`src/mrc_pkg.sv`:
```
// Shared types, constants and codes for the Modbus RTU response checker.
package mrc_pkg;

   localparam int MAX_FRAME_BYTES = 256;
   localparam int CNT_W = $clog2(MAX_FRAME_BYTES + 1);
   localparam int HDR_BYTES = 6;
   localparam int ADDR_W = 4;

   // Register indexes on the configuration port.
   localparam logic [1:0] REG_SLAVE    = 2'd0;
   localparam logic [1:0] REG_FUNCTION = 2'd1;
   localparam logic [1:0] REG_ADDRESS  = 2'd2;
   localparam logic [1:0] REG_COUNT    = 2'd3;

   // Supported function codes.
   localparam logic [7:0] FC_READ_COILS  = 8'd1;
   localparam logic [7:0] FC_READ_REGS   = 8'd3;
   localparam logic [7:0] FC_WRITE_COILS = 8'd15;
   localparam logic [7:0] FC_WRITE_REGS  = 8'd16;
   localparam logic [8:0] EXC_FLAG       = 9'h080;

   localparam logic [7:0] EXC_CODE_MIN = 8'd1;
   localparam logic [7:0] EXC_CODE_MAX = 8'd4;

   localparam logic [12:0] EXC_FRAME_LEN   = 13'd5;
   localparam logic [12:0] WRITE_FRAME_LEN = 13'd8;
   localparam logic [12:0] READ_OVERHEAD   = 13'd5;

   // Status codes.
   localparam logic [3:0] ST_OK         = 4'd0;
   localparam logic [3:0] ST_FORMAT     = 4'd1;
   localparam logic [3:0] ST_CRC        = 4'd2;
   localparam logic [3:0] ST_SLAVE      = 4'd3;
   localparam logic [3:0] ST_FUNCTION   = 4'd4;
   localparam logic [3:0] ST_BAD_EXC    = 4'd5;
   localparam logic [3:0] ST_EXCEPTION  = 4'd6;
   localparam logic [3:0] ST_ADDRESS    = 4'd7;
   localparam logic [3:0] ST_BYTE_COUNT = 4'd8;
   localparam logic [3:0] ST_COUNT      = 4'd9;

   typedef struct packed {
      logic [7:0] data_byte;
      logic       last_byte;
   } req_type;

   typedef struct packed {
      logic [3:0] status;
      logic [7:0] exception_code;
   } rsp_type;

   typedef struct packed {
      logic [7:0]  request_slave;
      logic [7:0]  request_function;
      logic [15:0] request_address;
      logic [10:0] request_count;
   } cfg_type;

   // Frame state as it stands after the current byte is taken in.
   typedef struct packed {
      logic [CNT_W-1:0]           count;
      logic [15:0]                crc;
      logic [HDR_BYTES-1:0][7:0]  hdr;
      logic [7:0]                 trail0;
      logic [7:0]                 trail1;
      logic                       overlong;
   } frame_type;

endpackage

```
`src/mrc_eval.sv`:
```
// Frame-end checks in priority order, producing status and exception code.
module mrc_eval (
   input  mrc_pkg::cfg_type    cfg,
   input  mrc_pkg::frame_type  frame,
   output mrc_pkg::rsp_type    result
);

   logic [12:0] expect_len;
   logic [12:0] frame_len;
   logic [11:0] want_bytes;
   logic [11:0] coil_bytes;
   logic [7:0]  func;
   logic [7:0]  code;
   logic        is_read;

   assign frame_len  = 13'(frame.count);
   assign coil_bytes = 12'((12'(cfg.request_count) + 12'd7) >> 3);
   assign func       = frame.hdr[1];
   assign code       = frame.hdr[2];
   assign is_read    = (cfg.request_function == mrc_pkg::FC_READ_COILS) ||
                       (cfg.request_function == mrc_pkg::FC_READ_REGS);
   assign want_bytes = (cfg.request_function == mrc_pkg::FC_READ_COILS) ?
                       coil_bytes : {cfg.request_count, 1'b0};

   always_comb begin
      case (cfg.request_function)
         mrc_pkg::FC_READ_COILS:
            expect_len = 13'(coil_bytes) + mrc_pkg::READ_OVERHEAD;
         mrc_pkg::FC_READ_REGS:
            expect_len = {1'b0, cfg.request_count, 1'b0} + mrc_pkg::READ_OVERHEAD;
         mrc_pkg::FC_WRITE_COILS, mrc_pkg::FC_WRITE_REGS:
            expect_len = mrc_pkg::WRITE_FRAME_LEN;
         default:
            expect_len = 13'd0;
      endcase
   end

   always_comb begin
      result.status         = mrc_pkg::ST_OK;
      result.exception_code = 8'd0;
      if (frame.overlong || expect_len == 13'd0 ||
          (frame_len != expect_len && frame_len != mrc_pkg::EXC_FRAME_LEN)) begin
         result.status = mrc_pkg::ST_FORMAT;
      end else if (frame.crc != {frame.trail1, frame.trail0}) begin
         result.status = mrc_pkg::ST_CRC;
      end else if (frame.hdr[0] != cfg.request_slave) begin
         result.status = mrc_pkg::ST_SLAVE;
      end else if (func == cfg.request_function) begin
         if (frame_len != expect_len) begin
            result.status = mrc_pkg::ST_FORMAT;
         end else if (is_read) begin
            if (12'(code) != want_bytes) result.status = mrc_pkg::ST_BYTE_COUNT;
         end else if ({frame.hdr[2], frame.hdr[3]} != cfg.request_address) begin
            result.status = mrc_pkg::ST_ADDRESS;
         end else if ({frame.hdr[4], frame.hdr[5]} != {5'd0, cfg.request_count}) begin
            result.status = mrc_pkg::ST_COUNT;
         end
      end else if ({1'b0, func} != {1'b0, cfg.request_function} + mrc_pkg::EXC_FLAG) begin
         result.status = mrc_pkg::ST_FUNCTION;
      end else if (frame_len != mrc_pkg::EXC_FRAME_LEN) begin
         result.status = mrc_pkg::ST_FORMAT;
      end else if (code < mrc_pkg::EXC_CODE_MIN || code > mrc_pkg::EXC_CODE_MAX) begin
         result.status = mrc_pkg::ST_BAD_EXC;
      end else begin
         result.status         = mrc_pkg::ST_EXCEPTION;
         result.exception_code = code;
      end
   end

endmodule

```
`config.mk`:
```
export PLATFORM = sky130hd
export DESIGN_NAME = mrc_eval
export DESIGN_NICKNAME = d
export VERILOG_FILES = /design/src/mrc_pkg.sv /design/src/mrc_eval.sv
export SDC_FILE = /design/constraint.sdc
export NUM_CORES = 1
export LEC_CHECK = 0
export ABC_AREA = 1
export BUFFER_PORTS_ARGS = -buffer_cell sky130_fd_sc_hd__buf_2
export CAP_MARGIN = 10
export CORE_UTILIZATION = 40
export DETAILED_ROUTE_END_ITERATION = 6
export GPL_TIMING_DRIVEN = 0
export PLACE_DENSITY = 0.79
export SLEW_MARGIN = 20
export SYNTH_ARGS = -nofsm -noshare
export SYNTH_HDL_FRONTEND = slang
export SYNTH_SLANG_ARGS = --single-unit
```
`constraint.sdc`:
```
create_clock -name vclk -period 4.1
set_clock_uncertainty 0.2 [all_clocks]
set_input_delay 0 -clock vclk [all_inputs]
set_output_delay 0 -clock vclk [all_outputs]
set_load 0.02 [all_outputs]
```
; ---- Yosys cells after proc, flatten, opt, wreduce, memory -nomap -nowiden
; Index checks and enable logic that the tools add are counted.
[word_totals]
ff_bits = 0
inputBits = 133
output_inout_bits = 12
wordCells = 47
[classes]
n_addsub = 4
magnitude_cmp = 2
eq_ne = 13
mux = 21
n_reduce_logical = 7
[op_table]
columns = operator, count
row1 = two-way mux 8 bit, 7
row2 = one-hot mux 13 bit (3 select lines), 1
row3 = two-way mux 4 bit, 9
row4 = != test 16 bit, 2
row5 = != test 16 x 11 -> 1 bit, 1
row6 = "adder 12 x 3 -> 13 bit, second input constant", 1
row7 = zero test 13 bit, 1
row8 = != test 9 x 13 -> 1 bit, 1
row9 = "adder 11 x 3 -> 12 bit, second input constant", 1
row10 = two-way mux 12 bit, 1
row11 = != test 8 x 12 -> 1 bit, 1
row12 = "adder 9 x 3 -> 10 bit, second input constant", 1
row13 = "adder 8 x 8 -> 9 bit, second input constant", 1
row14 = != test 8 x 9 -> 1 bit, 1
row15 = "!= test 9 x 3 -> 1 bit, second input constant", 1
row16 = "== test 8 x 1 -> 1 bit, second input constant", 1
row17 = "== test 8 x 2 -> 1 bit, second input constant", 1
row18 = "== test 8 x 4 -> 1 bit, second input constant", 1
row19 = "== test 8 x 5 -> 1 bit, second input constant", 1
row20 = == test 8 bit, 1
row21 = "greater-than comparator 8 x 3 -> 1 bit, second input constant", 1
row22 = "less-than comparator 8 x 1 -> 1 bit, second input constant", 1
row23 = != test 8 bit, 1
row24 = two-way mux 3 bit, 2
row25 = other kinds (4), 7

; ---- Depth between registers and ports, before layout
; Gate-level depths: netlist (run 1).
[depth]
ltp_word = 10
mapped_depth = 24
mapped_depth_nobuf = 24

; ---- Least setup slack after synthesis (run 1)
; Ideal clock, no wire load.
[synth_path]
path_type = input to output
start = in cfg[1] (netlist bit)
end = out result[0] (netlist bit)
t_arrival_ns = 2.094
required_time_ns = 3.900
path_slack_ns = 1.806
cell_stages = 19
n_path_buf = 0
cell_sequence = inv_2 > ha_1 > nand2_1 > nand2_4 > nand2_1 > nand2_2 > ha_1 > inv_1 > nand3_1 > nand3_1 > nand2_1 > o21ai_1 > xnor2_1 > nand2_1 > nor2_2 > nand2_2 > nand2_2 > nand3b_4 > nor2_2
[synth_rtl]
columns = element, line_no
row1 = "start, declared", mrc_eval.sv:3  ; input mrc_pkg::cfg_type cfg,
row2 = "end, declared", mrc_eval.sv:5  ; output mrc_pkg::rsp_type result

==> impl_metrics.toml, run 1 <==
[run_status]
status = "finished, final reports clean"

[final_layout]
design_area_um2 = 3140
nNetsFinal = 707
regArea_um2 = 0
n_antenna_cell = 0
seq_cell_count = 0
drive_gt1_share_pct = 34.3
clock_buffers = 0
layoutNonFillerInstCount = 640
area_growth_pct = 33.4

[detailed_routing]
vias = 3114
route.detailed.drc = 0
detail_route.first_pass.iterations = 5
wl_per_cell_um = 11.7
drtIter0Drc = 202
wl_um = 7490
ant_nets = 0
via_per_inst = 4.87

[synth]
synth.cell_area_um2 = 2360
synth_adder_area_share_pct = 2.12
yosys.area.top_type = "nand2_1"
synth_top_area_share_pct = 19.0
synthCells = 428
synth_top_family_by_area = "simple AND/OR/NAND/NOR gates"
ys_top_cells_by_area = "nand2_1 19%, xnor2_1 12%, xor2_1 10%"
yosysUniqueCellTypes = 36
synth_xor_area_share_pct = 21.9
synthSimpleGateAreaFrac_pct = 56.9
synth_mux_area_share_pct = 0
ys_seq_area_share_pct = 0
synth-compound-area-share_pct = 7.17
syn_avg_cell_area_um2 = 5.50
ys_warn_count = 0

[sta]
slew_violations = 0
setup_violations = 0
tightest_slew_ns = 0.595
period_share_pct = 72.2
finalHoldViolCount = 0
slew-limit-headroom_pct = 59.3
rsz0062_at_grt = "false"
final.min_clock_period_ns = 2.96
fmax_ghz = 0.338
whs_ns = 0.198
fin_tns_setup_ns = 0

[pwr]
seqPwrFrac_pct = 0
total_power_uw = 252
power_density_nw_per_um2 = 80.1
p_int_uw = 117
ir_drop_mv = 0.0487
combPwrFrac_pct = 100.0
p_sw_share_pct = 53.6
clkPwrFrac_pct = 0
switching_power_uw = 135
p_leak_uw = 0.00173

[place]
hpwl_um = 6680
post_dp_cell_area_um2 = 3140
place_inst = 640
io_buffers = 136
gp_congestion = 0.889

[critical_path]
crit_fanout = 10
cp_data_required_time_ns = 3.90
end_kind = "output port"
crit_start = "cfg[2]"
critPathArrivalTime_ns = 2.76
setup.worst_path.end = "result[9]"
startpoint_type = "input port"
critPathKind = "input port to output port"

[die]
pin_count = 145
rows = 27
chipWidth_um = 78.7
dieArea_um2 = 6200
die_h_um = 78.7
core_area_um2 = 5610
initial_core_util_pct = 42.0

[global_route]
grt_pass1_vias = 2648
grt_first_pass_wirelength_um = 11900
grt_max_degree = 11
gr-total-overflow = 0
antenna_found_initial = 0
track_usage_pct = 23.1

[cts]
cts_setup_buffers = 0
ctsResizeCount = 0
cts_hold_buf = 0

[hold_path]
hold_path_class = "input port to output port"

[flow_run]
cap_viol_max_count = 0
[worst max-delay path: stages]
cell and delay, ns:
buf_2 0.15, inv_1 0.08, ha_1 0.17, nand2_1 0.14, nand2_4 0.13, nand2_1 0.10, nand2_2 0.08, ha_1 0.21
inv_1 0.06, nand3_1 0.15, nand2_1 0.11, nand2_1 0.05, nand2_1 0.12, xor2_1 0.17, nand2_1 0.07, nor2_1 0.09
nand2_1 0.07, nor2_2 0.15, nand2_2 0.11, a21oi_1 0.18, and2_1 0.18, buf_2 0.17
[kinds of logic after synthesis]
group / count (synthesis)
simple gates: 270
other cells: 1
compound gates: 31
xor+xnor: 59
fa+ha+maj: 4
buf+inv: 63
[layout make-up]
cell class / instances / area [µm²]
timing repair buffer: 136 / 681
multi-input combinational: 369 / 2100
buffer: 12 / 83.8
tap: 72 / 90.1
fill: 579 / 2470
inverter: 51 / 191
[per-stage QoR]
step	worst slack (ns)	utilization, %
5_1_grt	0.815	56.0
4_1_cts	1.20	56.0
6_report	1.14	56.0
3_5_place_dp	1.21	56.0
2_1_floorplan	1.81	-
3_3_place_gp	1.24	56.0
[layer usage]
layer | vias to the layer above | global-route usage, % | routed length [µm]
met4 | 0 | 0.370 | 16
met5 | - | 0 | 0
li1 | 1653 | - | -
met3 | 2 | 0.920 | 441
met2 | 113 | 40.6 | 3690
met1 | 1346 | 32.8 | 3350
[power by group through the flow]
stage | Clock (µW) | Combinational, µW | Sequential (µW)
2_1_floorplan | 0 | 145 | 0
3_3_place_gp | 0 | 244 | 0
3_5_place_dp | 0 | 250 | 0
4_1_cts | 0 | 251 | 0
5_1_grt | 0 | 280 | 0
6_report | 0 | 252 | 0
[cell usage after synthesis, types with 3 or more instances]
master and count:
nor2_2 14, a21oi_1 9, nand3b_1 3, xor2_1 28, inv_1 44, o21ai_0 12
nand2_2 10, inv_2 4, buf_4 10, ha_1 4, or2_2 10, xnor2_1 31
nand3_2 4, nor4_1 9, nand3_1 36, nor3_1 5, nand4_1 19, nand2_1 119
o21ai_1 5, clkinv_1 3, nor2_1 31
[cell usage in the layout, fill, tap and decap left out, types with 5 or more instances in the layout]
master   netlist  layout
nand2_1      119     119
nand3_1       36      36
buf_4         10      10
nor2_1        31      31
xnor2_1       31      31
a21oi_1        9       9
o21ai_0       12      12
or2_2         10      10
nor4_1         9       9
nor2_2        14      14
o21ai_1        5       5
conb_1         1       5
nand4_1       19      19
buf_2          1     137
xor2_1        28      28
nand2_2       10      10
inv_1         44      44
nor3_1         5       5
[how the worst min path moves through the flow]
stage	from	endpoint	slack [ns]	cells after the start
2_1_floorplan	frame[33]	result[0]	-0.08	2
3_3_place_gp	frame[34]	result[1]	0.20	4
3_5_place_dp	frame[34]	result[1]	0.20	4
4_1_cts	frame[34]	result[1]	0.20	4
5_1_grt	frame[35]	result[2]	0.23	4
6_report	frame[34]	result[1]	0.20	4
No activity file was read; power rests on OpenSTA's default activity.
==> run 2, diff against run 1 <==
--- a/config.mk
+++ b/config.mk
@@ -5,7 +5,7 @@
 export SDC_FILE = /design/constraint.sdc
 export NUM_CORES = 1
 export LEC_CHECK = 0
-export ABC_AREA = 1
+export ABC_AREA = 0
 export BUFFER_PORTS_ARGS = -buffer_cell sky130_fd_sc_hd__buf_2
 export CAP_MARGIN = 10
 export CORE_UTILIZATION = 40
==> constraint.sdc (replaced) <==
create_clock -name vclk -period 2.9
set_clock_uncertainty 0.2 [all_clocks]
set_input_delay 0 -clock vclk [all_inputs]
set_output_delay 0 -clock vclk [all_outputs]
set_load 0.02 [all_outputs]
==> run 2 against run 1 <==
  * The flow now finishes with violations (negative setup slack)
  * Sequential share of layout area unchanged
  * Die area down 0.30%
  * Via count grew 5.5%
  * Non-clock buffer count is 29 higher
  * Synthesized cell count decreased by 20%
  * Cell area is 13% higher
  * Cell count is 11% lower
  * Highest routed layer unchanged
  * Core utilization rose by 7.6 points
  * Combinational power grew 89%
  * Flip-flop and latch count unchanged
  * Global-route usage up 3.4 points
  * Area after synthesis is 0.32% lower
==> impl_metrics.toml, run 2 <==
[flow_run]
cap_viol_max_count = 0

[synth]
synth_most_common_cell = "xnor2_1"
yosysUniqueCellTypes = 64
synth_adder_area_share_pct = 2.13
synth_commonest_cells = "46 x xnor2_1, 37 x xor2_1, 23 x nor2_1"
synth-compound-area-share_pct = 23.0
synthSimpleGateAreaFrac_pct = 31.8
yosys.area.top_type = "xnor2_1"
synth_mux_area_share_pct = 3.89
ys_top_cells_by_area = "xnor2_1 17%, xor2_1 14%, nand4_1 4.5%"
synth.cell_area_um2 = 2350
ys_warn_count = 0
synth_top_area_share_pct = 17.2
synth_xor_area_share_pct = 31.6
synth_top_family_by_area = "simple AND/OR/NAND/NOR gates"
synthCells = 343
ys_seq_area_share_pct = 0
syn_avg_cell_area_um2 = 6.85

[sta]
setup_violations = 7
rsz0062_at_grt = "true"
fin_tns_setup_ns = -1.24
whs_ns = 0.218
fmax_ghz = 0.320
period_share_pct = 108
finalHoldViolCount = 0
tightest_slew_ns = 0.609
setup_ws_ns = -0.229
slew-limit-headroom_pct = 59.1
slew_violations = 0
final.min_clock_period_ns = 3.13

[detailed_routing]
vias = 3284
wl_per_cell_um = 15.2
via_per_inst = 5.74
route.detailed.drc = 0
drtIter0Drc = 229
wl_um = 8720
detail_route.first_pass.iterations = 5
ant_nets = 0

[global_route]
gr-total-overflow = 0
grt_max_degree = 11
grt_pass1_vias = 2983
antenna_found_initial = 0
grt_first_pass_wirelength_um = 13500
track_usage_pct = 26.6

[pwr]
power_density_nw_per_um2 = 134
ir_drop_mv = 0.0606
seqPwrFrac_pct = 0
p_sw_share_pct = 50.6
p_leak_uw = 0.00154
p_int_uw = 235
clkPwrFrac_pct = 0
switching_power_uw = 240
combPwrFrac_pct = 100.0

[final_layout]
nNetsFinal = 639
clock_buffers = 0
regArea_um2 = 0
n_antenna_cell = 0
fin_util_pct = 63.7
seq_cell_count = 0
area_growth_pct = 51.1
final_common_cell = "buf_2"
fillers = 505
layout_common_cells = "135 x buf_2, 43 x xnor2_1, 35 x xor2_1"
layoutNonFillerInstCount = 572
drive_gt1_share_pct = 41.6

[hold_path]
hold_path_class = "input port to output port"

[place]
io_buffers = 139
hpwl_um = 6880
gp_congestion = 0.984
place_inst = 558
pre_cts_ws_ns = -0.739

[die]
initial_core_util_pct = 42.1
die_h_um = 78.6
pin_count = 145
chipWidth_um = 78.6
rows = 27
core_area_um2 = 5570
dieArea_um2 = 6180

[critical_path]
end_kind = "output port"
critPathKind = "input port to output port"
crit_fanout = 4
cp_data_required_time_ns = 2.70
critPathArrivalTime_ns = 2.93
startpoint_type = "input port"

[cts]
cts_hold_buf = 0

[run_status]
violations = "negative setup slack"
status = "finished with violations"
[run 2: worst max-delay path: stages]
cell and delay, ns:
buf_8 0.11, buf_12 0.12, clkinv_8 0.05, ha_4 0.12, a21boi_4 0.27, xnor2_4 0.17, ha_4 0.20, xnor2_4 0.14
xor2_2 0.23, mux2i_1 0.25, o2111ai_2 0.14, nor4_2 0.35, nand4_2 0.21, a221oi_2 0.30, o211ai_1 0.11, buf_4 0.17
[run 2: stage by stage]
| stage | power [µW] | cell area, µm² |
|---|---|---|
| after floorplan | 254 | 2460 |
| after global placement | 413 | 3240 |
| after detailed placement | 420 | 3240 |
| after CTS | 458 | 3450 |
| after global routing | 515 | 3550 |
| final | 476 | 3550 |
[run 2: worst paths after layout]
check | from | to | slack (ns) | depth (start not counted)
hold / removal | frame[33] | result[0] | 0.22 | 3
setup / recovery | cfg[1] | result[8] | -0.23 | 16
[run 2: metal layers]
layer	track usage, %	vias to the layer above	part of all wire [%]
met4	4.07	0	1.9
li1	-	1567	-
met1	32.2	1519	39
met3	3.84	22	8.7
met2	49.5	176	50
met5	0	-	0
[run 2: final cells by class]
| type | instances | area (µm²) | area share, % |
|---|---|---|---|
| buffer | 23 | 158 | 4.44 |
| inverter | 12 | 65.1 | 1.83 |
| multi-input combinational | 311 | 2380 | 67.0 |
| tap | 72 | 90.1 | 2.54 |
| timing repair buffer | 154 | 860 | 24.2 |
[run 2: cells by family after synthesis]
logic type | count (synthesis)
xor+xnor | 84
fa+ha+maj | 4
buf+inv | 36
mux | 9
other cells | 1
simple gates | 137
compound gates | 72
[run 2: power groups by stage]
stage / clock (µW) / sequential [µW] / combinational, µW
2_1_floorplan: 0 / 0 / 254
6_report: 0 / 0 / 476
3_5_place_dp: 0 / 0 / 420
5_1_grt: 0 / 0 / 515
3_3_place_gp: 0 / 0 / 413
4_1_cts: 0 / 0 / 458
[run 2: what timing repair did]
action	in CTS	in global routing
gates cloned	0	0
endpoints found under the hold margin	0	0
endpoints found under the setup margin	7	7
pin swaps	17	7
buffers inserted	12	3
resized for setup	26	15
